File: config.mk
export PLATFORM = sky130hd
export DESIGN_NAME = fixed_block_pool_allocator
export DESIGN_NICKNAME = d
export VERILOG_FILES = /design/src/hw/rtl/fbpa_pkg.sv /design/src/hw/rtl/fixed_block_pool_allocator.sv /design/src/hw/rtl/fbpa_link_ram.sv /design/src/hw/rtl/fbpa_div.sv
export SDC_FILE = /design/constraint.sdc
export NUM_CORES = 2
export LEC_CHECK = 0
export BUFFER_PORTS_ARGS = -buffer_cell sky130_fd_sc_hd__buf_2
export CORE_AREA = 2 2 591 593
export DETAILED_ROUTE_END_ITERATION = 8
export DIE_AREA = 0 0 593 595
export MAX_ROUTING_LAYER = met4
export PLACE_DENSITY = 0.55
export SYNTH_ARGS = -nofsm -noshare
export SYNTH_HDL_FRONTEND = slang
export SYNTH_HIERARCHICAL = 1
export SYNTH_SLANG_ARGS = --single-unit
File: constraint.sdc
create_clock -name aclk -period 12.5 [get_ports aclk]
set_input_delay 1.25 -clock aclk [delete_from_list [all_inputs] [get_ports aclk]]
set_output_delay 1.25 -clock aclk [all_outputs]
set_load 0.02 [all_outputs]
File: src/hw/rtl/fbpa_pkg.sv
// shared widths, codes and types of the fixed block pool allocator
`timescale 1ns / 1ps

package fbpa_pkg;

    localparam int ACTION_W   = 2;
    localparam int OFFSET_W   = 16;
    localparam int STATUS_W   = 2;
    localparam int BSIZE_W    = 13;
    localparam int BCOUNT_W   = 9;
    localparam int CFG_IDX_W  = 1;
    localparam int CFG_DATA_W = 13;

    localparam int MAX_BLOCKS_DEF = 256;

    localparam logic [BSIZE_W-1:0]  BSIZE_RST  = 13'd16;
    localparam logic [BCOUNT_W-1:0] BCOUNT_RST = 9'd256;

    // register indexes on the configuration port
    localparam logic [CFG_IDX_W-1:0] REG_BLOCK_SIZE  = 1'b0;
    localparam logic [CFG_IDX_W-1:0] REG_BLOCK_COUNT = 1'b1;

    typedef enum logic [ACTION_W-1:0] {
        ACT_ALLOC   = 2'd0,
        ACT_FREE    = 2'd1,
        ACT_REBUILD = 2'd2,
        ACT_NONE    = 2'd3
    } fbpa_action_t;

    typedef enum logic [STATUS_W-1:0] {
        ST_OK    = 2'd0,
        ST_EMPTY = 2'd1,
        ST_RANGE = 2'd2,
        ST_ALIGN = 2'd3
    } fbpa_status_t;

    typedef struct packed {
        logic                done;
        logic [OFFSET_W-1:0] quotient;
        logic [BSIZE_W-1:0]  remainder;
    } fbpa_div_rsp_t;

endpackage

File: src/hw/rtl/fixed_block_pool_allocator.sv
// top level: request sequencer, head pointer and result register of the block pool
`timescale 1ns / 1ps

// Hands out equal-size blocks from a pool kept as a last-in first-out free list of
// block links in a single-port-read link store. One request is worked on at a time;
// the next one is taken as soon as the sequencer is back in idle, even while the
// previous result still waits on the result port. Allocate reads one link from the
// link store, the new head. Free does a range check against block_size * blocks in
// use, then runs a serial divider that gives the block index and the alignment
// remainder; a free that fails the range check answers straight from the check.
// Rebuild links every block in use, min(block_count, MAX_BLOCKS), and writes one link
// a cycle; with none in use it only sets the list empty. A result held up by a
// stalled result port waits in the hold stage and keeps the sequencer out of idle.
// An allocate finds the pool empty until a rebuild or a free has put a block in it;
// the link store has no reset, and only entries written by a rebuild or a free are
// ever read. Configuration writes are always taken and must only come while idle.
module fixed_block_pool_allocator #(
    parameter int MAX_BLOCKS = fbpa_pkg::MAX_BLOCKS_DEF
) (
    input  logic                              aclk,
    input  logic                              aresetn,

    input  logic                              s_valid,
    output logic                              s_ready,
    input  logic [fbpa_pkg::ACTION_W-1:0]     s_action,
    input  logic [fbpa_pkg::OFFSET_W-1:0]     s_free_offset,

    output logic                              m_valid,
    input  logic                              m_ready,
    output logic [fbpa_pkg::STATUS_W-1:0]     m_status,
    output logic [fbpa_pkg::OFFSET_W-1:0]     m_block_offset,

    input  logic                              cfg_valid,
    output logic                              cfg_ready,
    input  logic [fbpa_pkg::CFG_IDX_W-1:0]    cfg_index,
    input  logic [fbpa_pkg::CFG_DATA_W-1:0]   cfg_data
);

    import fbpa_pkg::*;

    localparam int LINK_W = $clog2(MAX_BLOCKS + 1);
    localparam int IDX_W  = (MAX_BLOCKS > 1) ? $clog2(MAX_BLOCKS) : 1;
    localparam logic [LINK_W-1:0] LINK_END = {LINK_W{1'b1}};

    typedef enum logic [2:0] {
        S_IDLE,
        S_ALLOC,
        S_CHECK,
        S_DIV,
        S_REBUILD,
        S_NOP,
        S_HOLD
    } state_t;

    state_t              state_reg,      state_next;
    logic [LINK_W-1:0]   head_reg,       head_next;
    logic [LINK_W-1:0]   rebuild_idx_reg, rebuild_idx_next;
    logic [BSIZE_W-1:0]  bsize_reg,      bsize_next;
    logic [BCOUNT_W-1:0] bcount_reg,     bcount_next;
    logic [OFFSET_W-1:0] offset_reg,     offset_next;
    logic                m_valid_reg,    m_valid_next;
    logic [STATUS_W-1:0] m_status_reg,   m_status_next;
    logic [OFFSET_W-1:0] m_offset_reg,   m_offset_next;
    logic [STATUS_W-1:0] hold_status_reg, hold_status_next;
    logic [OFFSET_W-1:0] hold_offset_reg, hold_offset_next;

    logic                s_accept;
    logic                out_free;
    logic                fin_valid;
    logic [STATUS_W-1:0] fin_status;
    logic [OFFSET_W-1:0] fin_offset;
    logic [LINK_W-1:0]   n_used;
    logic [LINK_W-1:0]   rebuild_idx_inc;
    logic [31:0]         limit;
    logic [31:0]         alloc_prod;

    logic                ram_wr_en;
    logic [IDX_W-1:0]    ram_wr_addr;
    logic [LINK_W-1:0]   ram_wr_data;
    logic                ram_rd_en;
    logic [LINK_W-1:0]   ram_rd_data;

    logic                div_start;
    fbpa_div_rsp_t       div_rsp;

    fbpa_link_ram #(
        .DEPTH  (MAX_BLOCKS),
        .ADDR_W (IDX_W),
        .DATA_W (LINK_W)
    ) u_link_ram (
        .aclk    (aclk),
        .wr_en   (ram_wr_en),
        .wr_addr (ram_wr_addr),
        .wr_data (ram_wr_data),
        .rd_en   (ram_rd_en),
        .rd_addr (head_reg[IDX_W-1:0]),
        .rd_data (ram_rd_data)
    );

    fbpa_div u_div (
        .aclk     (aclk),
        .aresetn  (aresetn),
        .start    (div_start),
        .dividend (offset_reg),
        .divisor  (bsize_reg),
        .rsp      (div_rsp)
    );

    assign s_ready   = (state_reg == S_IDLE);
    assign s_accept  = s_valid && s_ready;
    assign out_free  = !m_valid_reg || m_ready;
    assign cfg_ready = 1'b1;

    // blocks in use, saturated at the store depth
    assign n_used = (32'(bcount_reg) > MAX_BLOCKS) ? LINK_W'(MAX_BLOCKS)
                                                   : LINK_W'(bcount_reg);
    assign limit      = 32'(bsize_reg) * 32'(n_used);
    assign alloc_prod = 32'(head_reg[IDX_W-1:0]) * 32'(bsize_reg);
    assign rebuild_idx_inc = rebuild_idx_reg + LINK_W'(1);

    // head is read at acceptance so the next link is there in the following cycle
    assign ram_rd_en = s_accept && (s_action == ACT_ALLOC);

    always_comb begin
        state_next       = state_reg;
        head_next        = head_reg;
        rebuild_idx_next = rebuild_idx_reg;
        bsize_next       = bsize_reg;
        bcount_next      = bcount_reg;
        offset_next      = offset_reg;
        m_valid_next     = m_valid_reg;
        m_status_next    = m_status_reg;
        m_offset_next    = m_offset_reg;
        hold_status_next = hold_status_reg;
        hold_offset_next = hold_offset_reg;
        fin_valid        = 1'b0;
        fin_status       = ST_OK;
        fin_offset       = '0;
        ram_wr_en        = 1'b0;
        ram_wr_addr      = '0;
        ram_wr_data      = '0;
        div_start        = 1'b0;

        if (cfg_valid && cfg_ready) begin
            case (cfg_index)
                REG_BLOCK_SIZE:  bsize_next  = cfg_data[BSIZE_W-1:0];
                REG_BLOCK_COUNT: bcount_next = cfg_data[BCOUNT_W-1:0];
                default: ;
            endcase
        end

        if (m_valid_reg && m_ready) begin
            m_valid_next = 1'b0;
        end

        case (state_reg)
            S_IDLE: begin
                if (s_accept) begin
                    offset_next = s_free_offset;
                    case (s_action)
                        ACT_ALLOC:   state_next = S_ALLOC;
                        ACT_FREE:    state_next = S_CHECK;
                        ACT_REBUILD: begin
                            state_next       = S_REBUILD;
                            rebuild_idx_next = '0;
                        end
                        default:     state_next = S_NOP;
                    endcase
                end
            end
            S_ALLOC: begin
                fin_valid = 1'b1;
                if (32'(head_reg) >= MAX_BLOCKS) begin
                    fin_status = ST_EMPTY;
                end else begin
                    fin_offset = alloc_prod[OFFSET_W-1:0];
                    head_next  = ram_rd_data;
                end
            end
            S_CHECK: begin
                // range comes before alignment; a zero block size lands here too
                if (32'(offset_reg) >= limit) begin
                    fin_valid  = 1'b1;
                    fin_status = ST_RANGE;
                end else begin
                    div_start  = 1'b1;
                    state_next = S_DIV;
                end
            end
            S_DIV: begin
                if (div_rsp.done) begin
                    fin_valid = 1'b1;
                    if (div_rsp.remainder != '0) begin
                        fin_status = ST_ALIGN;
                    end else if (32'(div_rsp.quotient) >= MAX_BLOCKS) begin
                        fin_status = ST_RANGE;
                    end else begin
                        ram_wr_en   = 1'b1;
                        ram_wr_addr = div_rsp.quotient[IDX_W-1:0];
                        ram_wr_data = head_reg;
                        head_next   = LINK_W'(div_rsp.quotient);
                    end
                end
            end
            S_REBUILD: begin
                if (n_used == '0) begin
                    fin_valid        = 1'b1;
                    head_next        = LINK_END;
                    rebuild_idx_next = '0;
                end else begin
                    ram_wr_en        = 1'b1;
                    ram_wr_addr      = rebuild_idx_reg[IDX_W-1:0];
                    ram_wr_data      = (rebuild_idx_inc < n_used) ? rebuild_idx_inc
                                                                  : LINK_END;
                    rebuild_idx_next = rebuild_idx_inc;
                    if (rebuild_idx_inc >= n_used) begin
                        fin_valid = 1'b1;
                        head_next = '0;
                    end
                end
            end
            S_NOP: begin
                fin_valid = 1'b1;
            end
            S_HOLD: begin
                if (out_free) begin
                    m_valid_next  = 1'b1;
                    m_status_next = hold_status_reg;
                    m_offset_next = hold_offset_reg;
                    state_next    = S_IDLE;
                end
            end
            default: state_next = S_IDLE;
        endcase

        // finished result goes straight out, or waits in the hold stage
        if (fin_valid) begin
            if (out_free) begin
                m_valid_next  = 1'b1;
                m_status_next = fin_status;
                m_offset_next = fin_offset;
                state_next    = S_IDLE;
            end else begin
                hold_status_next = fin_status;
                hold_offset_next = fin_offset;
                state_next       = S_HOLD;
            end
        end
    end

    always_ff @(posedge aclk) begin
        if (!aresetn) begin
            state_reg       <= S_IDLE;
            head_reg        <= LINK_END;
            rebuild_idx_reg <= '0;
            bsize_reg       <= BSIZE_RST;
            bcount_reg      <= BCOUNT_RST;
            m_valid_reg     <= 1'b0;
        end else begin
            state_reg       <= state_next;
            head_reg        <= head_next;
            rebuild_idx_reg <= rebuild_idx_next;
            bsize_reg       <= bsize_next;
            bcount_reg      <= bcount_next;
            m_valid_reg     <= m_valid_next;
        end
        offset_reg      <= offset_next;
        m_status_reg    <= m_status_next;
        m_offset_reg    <= m_offset_next;
        hold_status_reg <= hold_status_next;
        hold_offset_reg <= hold_offset_next;
    end

    assign m_valid        = m_valid_reg;
    assign m_status       = m_status_reg;
    assign m_block_offset = m_offset_reg;

    // one request in flight: after acceptance the input side closes
    a_one_in_flight: assert property (@(posedge aclk) disable iff (!aresetn)
        s_valid && s_ready |=> !s_ready)
        else $error("request accepted while another is in flight");

    // only a successful allocate carries an offset
    a_offset_zero_on_fail: assert property (@(posedge aclk) disable iff (!aresetn)
        m_valid && (m_status != ST_OK) |-> (m_block_offset == '0))
        else $error("non-zero offset with failing status");

    // head is a block index or the terminator
    a_head_legal: assert property (@(posedge aclk) disable iff (!aresetn)
        (32'(head_reg) < MAX_BLOCKS) || (head_reg == LINK_END))
        else $error("free list head out of range");

    // the rebuild walk never passes the store depth
    a_rebuild_bound: assert property (@(posedge aclk) disable iff (!aresetn)
        32'(rebuild_idx_reg) <= MAX_BLOCKS)
        else $error("rebuild index beyond store depth");

    // divider only started from the range check
    a_div_start: assert property (@(posedge aclk) disable iff (!aresetn)
        div_start |-> (state_reg == S_CHECK) && (32'(offset_reg) < limit))
        else $error("divider started outside range check");

endmodule

File: src/hw/rtl/fbpa_link_ram.sv
// link store: one write port, one read port with registered read data
`timescale 1ns / 1ps

module fbpa_link_ram #(
    parameter int DEPTH  = 256,
    parameter int ADDR_W = 8,
    parameter int DATA_W = 9
) (
    input  logic              aclk,
    input  logic              wr_en,
    input  logic [ADDR_W-1:0] wr_addr,
    input  logic [DATA_W-1:0] wr_data,
    input  logic              rd_en,
    input  logic [ADDR_W-1:0] rd_addr,
    output logic [DATA_W-1:0] rd_data
);

    logic [DATA_W-1:0] mem [DEPTH];
    logic [DATA_W-1:0] rd_data_reg;

    always_ff @(posedge aclk) begin
        if (wr_en) begin
            mem[wr_addr] <= wr_data;
        end
    end

    always_ff @(posedge aclk) begin
        if (rd_en) begin
            rd_data_reg <= mem[rd_addr];
        end
    end

    assign rd_data = rd_data_reg;

endmodule

File: src/hw/rtl/fbpa_div.sv
// serial restoring divider, one quotient bit per cycle
`timescale 1ns / 1ps

module fbpa_div (
    input  logic                            aclk,
    input  logic                            aresetn,
    input  logic                            start,
    input  logic [fbpa_pkg::OFFSET_W-1:0]   dividend,
    input  logic [fbpa_pkg::BSIZE_W-1:0]    divisor,
    output fbpa_pkg::fbpa_div_rsp_t         rsp
);

    import fbpa_pkg::*;

    localparam int CNT_W = $clog2(OFFSET_W + 1);

    logic                busy_reg,  busy_next;
    logic                done_reg,  done_next;
    logic [CNT_W-1:0]    cnt_reg,   cnt_next;
    logic [OFFSET_W-1:0] quo_reg,   quo_next;
    logic [BSIZE_W-1:0]  rem_reg,   rem_next;
    logic [BSIZE_W-1:0]  dsr_reg,   dsr_next;
    logic [BSIZE_W:0]    trial;

    always_comb begin
        busy_next = busy_reg;
        done_next = 1'b0;
        cnt_next  = cnt_reg;
        quo_next  = quo_reg;
        rem_next  = rem_reg;
        dsr_next  = dsr_reg;
        trial     = {rem_reg, quo_reg[OFFSET_W-1]};
        if (start) begin
            busy_next = 1'b1;
            cnt_next  = CNT_W'(OFFSET_W);
            quo_next  = dividend;
            rem_next  = '0;
            dsr_next  = divisor;
        end else if (busy_reg) begin
            if (trial >= {1'b0, dsr_reg}) begin
                rem_next = BSIZE_W'(trial - {1'b0, dsr_reg});
                quo_next = {quo_reg[OFFSET_W-2:0], 1'b1};
            end else begin
                rem_next = trial[BSIZE_W-1:0];
                quo_next = {quo_reg[OFFSET_W-2:0], 1'b0};
            end
            cnt_next = cnt_reg - 1'b1;
            if (cnt_reg == CNT_W'(1)) begin
                busy_next = 1'b0;
                done_next = 1'b1;
            end
        end
    end

    always_ff @(posedge aclk) begin
        if (!aresetn) begin
            busy_reg <= 1'b0;
            done_reg <= 1'b0;
            cnt_reg  <= '0;
        end else begin
            busy_reg <= busy_next;
            done_reg <= done_next;
            cnt_reg  <= cnt_next;
        end
        quo_reg <= quo_next;
        rem_reg <= rem_next;
        dsr_reg <= dsr_next;
    end

    assign rsp.done      = done_reg;
    assign rsp.quotient  = quo_reg;
    assign rsp.remainder = rem_reg;

endmodule
==> flow_summary.ini <==
[outcome]
outcome = completed

[critical_path]
data_arrival_time_of_the_critical_path_ps = 8920
worst_r2r_path_depth = 24
timing.critical_path.fanout_max = 43
reg2reg_slack_ps = 4170
worstReg2RegEnd = u_div/quo_reg[5]
critical_path_required_ps = 13100
timing.setup.critical_path_class = flop to flop
crit-reg2reg-launch = bcount_reg[8]
crit_end_element = flop
critPathLaunchType = flop

[route]
drt-initial-drc-count = 6028
top_layer = met4
drt-vias-per-instance = 5.172
remaining_drc_errors = 0
drt-pass1-iter-count = 5
vias = 55450
wire_length_per_cell_um = 25.55
met2_length_mm = 128.6
detailroute.wirelength.met3_mm = 17.60
finalWirelength_mm = 274.0
antenna_violating_nets_post_route = 0
total_routed_wire_length_on_the_met1_layer_mm = 119.0

[timing]
final_hold_viol_count = 0
achievable-frequency_mhz = 120.1
hold-worst-slack_ps = 475.4
post-route-min-period_ps = 8326
report.final.slew_viol_count = 0
slew_headroom = 0.1454
timing.final.crit_share = 0.6661
totalNegativeSetupSlack_ps = 0
transition_time_at_the_pin_with_the_least_slew_margin_ps = 1278
setup_repair_after_global_routing_missed_its_margin = no
final_critical_path_setup_slack_ps = 4174
clock_skew_ps = 75.17
final-setup-viol-count = 0

[clock_tree]
clock-root-buffer = sky130_fd_sc_hd__clkbuf_16
cts_hold_buffers = 0
tritoncts = done
tritoncts_num_sinks = 2458
ctsLongestPathBuffers = 4
cts_made_buffers = 273
cts-htree-levels = 5
post-cts-setup-buffers = 0
cts_resized = 0
clk-insertion-delay-late_ps = 920
cts.reportedPaths.clkPinSlew_ps = 60

[synth]
async_flop_share = 0
mappedNetlistArea_sq_mm = 0.1035
synth.area.top_cells = sky130_fd_sc_hd__edfxtp_1, sky130_fd_sc_hd__mux4_2, sky130_fd_sc_hd__fa_1
ys_flop_type = sky130_fd_sc_hd__edfxtp_1
synth_sequential_area_ratio = 0.7050
synth_cell_types = 93
synthMostInstantiatedCell = sky130_fd_sc_hd__edfxtp_1
post_synth_most_frequent_cells = sky130_fd_sc_hd__edfxtp_1, sky130_fd_sc_hd__mux4_2, sky130_fd_sc_hd__nor2_1, sky130_fd_sc_hd__nand2_1, sky130_fd_sc_hd__mux2i_1
syn_nets = 6076
synth-warning-count = 6
ys_ff_latch = 2458
netlist_instances = 5790
count_of_flip_flops_with_a_built_in_enable_after_synthesis = 2376
synth_largest_area_cell = sky130_fd_sc_hd__edfxtp_1
netlist.area_leader.share = 0.6892
avgSynthCellArea_sq_um = 17.88

[die]
die_h_um = 595
fp.dieArea_sq_mm = 0.3528
fp-row-count = 217
floorplan.core_area_sq_mm = 0.3473
io_pins = 58
die_width_um = 593
start_util = 0.2981

[placed_design]
buffer_ports.inserted = 56
placed_cell_area_sq_mm = 0.1088
gp_routability_congestion = 0.8530
pre_cts_ws_ps = 4200
post-dp-hpwl_mm = 168.5
dp.cells = 10230

[finish]
registers.top_by_ff_count = u_link_ram/mem
fraction_of_layout_instances_using_a_drive_strength_above_1 = 0.1836
largest_register_ff_count = 2304
postLayoutCoreUtil = 0.3383
layout.cells.non_filler = 10720
finalInstanceArea_sq_mm = 0.1175
final_nets = 6192
syn2layout_area_growth_pct = 13.49

[grt]
antenna_violations_before_repair = 10
grt_first_pass_wirelength_mm = 398.7
grt_start_max_net_pins = 173
grt_overflow = 0
gr-usage-all-layers = 0.1569
number_of_global_route_vias_before_repair = 55760

[job]
max-cap-violations = 0

[pwr]
power.static_leakage_nw = 41.01
vdd.ir_drop.worst_mv = 0.09661
post-layout-total-power_mw = 20.08
pwr_density_cell_mw_per_mm2 = 170.9

[min_path]
hold-path-cell-count = 2
hold_path_startpoint = bcount_reg[5]
hold_end = bcount_reg[5]
worstHoldPathType = flop to flop
-- how the worst max path moves through the flow --
| stage | endpoint | startpoint | depth (start not counted) |
|---|---|---|---|
| final | u_div/quo_reg[5] | bcount_reg[8] | 24 |
| after global routing | u_div/quo_reg[1] | bcount_reg[8] | 24 |
| after CTS | u_div/quo_reg[5] | bcount_reg[8] | 24 |
| after detailed placement | u_div/quo_reg[15] | bcount_reg[8] | 24 |
| after global placement | u_div/quo_reg[8] | bcount_reg[8] | 23 |
| after floorplan | u_div/quo_reg[0] | bcount_reg[8] | 26 |
-- worst max-delay path, cell delays in order, from the launching register on --
cell	delay, ps
sky130_fd_sc_hd__dfxtp_1	560
sky130_fd_sc_hd__nor2b_1	960
sky130_fd_sc_hd__nand2_1	200
sky130_fd_sc_hd__fa_1	580
sky130_fd_sc_hd__inv_1	60
sky130_fd_sc_hd__fa_1	500
sky130_fd_sc_hd__fa_1	590
sky130_fd_sc_hd__fa_1	430
sky130_fd_sc_hd__ha_1	330
sky130_fd_sc_hd__a21oi_1	280
sky130_fd_sc_hd__o21ai_0	200
sky130_fd_sc_hd__a31o_2	280
sky130_fd_sc_hd__a21o_1	210
sky130_fd_sc_hd__a31oi_1	200
sky130_fd_sc_hd__xor2_1	170
sky130_fd_sc_hd__ha_1	260
sky130_fd_sc_hd__o21a_1	110
sky130_fd_sc_hd__o21ai_0	220
sky130_fd_sc_hd__nand2b_1	90
sky130_fd_sc_hd__o311a_1	360
sky130_fd_sc_hd__o211ai_1	290
sky130_fd_sc_hd__nor2_1	140
sky130_fd_sc_hd__nor2_4	130
sky130_fd_sc_hd__buf_4	500
sky130_fd_sc_hd__mux2_2	400
-- power by group --
part	switching, mW	internal, mW
logic	1.79	1.11
clock network	3.32	4.52
registers	0.167	9.18
-- cell type report --
| class | instances | area [sq um] |
|---|---|---|
| timing repair buffer | 168 | 1206 |
| multi-input combinational | 2818 | 28140 |
| clock buffer | 346 | 7282 |
| tap | 4599 | 5754 |
| fill | 32680 | 229800 |
| inverter | 187 | 701.9 |
| sequential | 2458 | 73010 |
| antenna | 7 | 17.52 |
| clock inverter | 139 | 1386 |
-- cell usage in the layout, fill, tap and decap left out, types with 104 or more instances in the layout --
cell type | Yosys | layout
sky130_fd_sc_hd__nor2_1 | 364 | 361
sky130_fd_sc_hd__mux4_2 | 467 | 467
sky130_fd_sc_hd__edfxtp_1 | 2376 | 2376
sky130_fd_sc_hd__and2_1 | 128 | 126
sky130_fd_sc_hd__a21oi_1 | 167 | 167
sky130_fd_sc_hd__nand2_1 | 251 | 242
sky130_fd_sc_hd__buf_4 | 30 | 104
sky130_fd_sc_hd__inv_1 | 186 | 186
sky130_fd_sc_hd__clkbuf_16 | 0 | 278
sky130_fd_sc_hd__a22oi_1 | 182 | 182
sky130_fd_sc_hd__mux2i_1 | 202 | 202
sky130_fd_sc_hd__fa_1 | 137 | 137
sky130_fd_sc_hd__ha_1 | 112 | 112
-- logic make-up after synthesis --
logic type,count (synthesis),share of synthesized area
compound gates,769,0.05095
flops,2458,0.7050
buf+inv,514,0.02452
other cells,1,0.00003622
simple gates,1023,0.04637
mux,728,0.1290
fa+ha+maj,249,0.04003
xor+xnor,48,0.004061
-- metal layers --
layer / track usage / vias up
li1: - / 23330
met1: 0.2173 / 29580
met2: 0.2408 / 2105
met3: 0.01912 / 433
met4: 0.04937 / 0
met5: - / -
(Power assumes the default switching activity.)
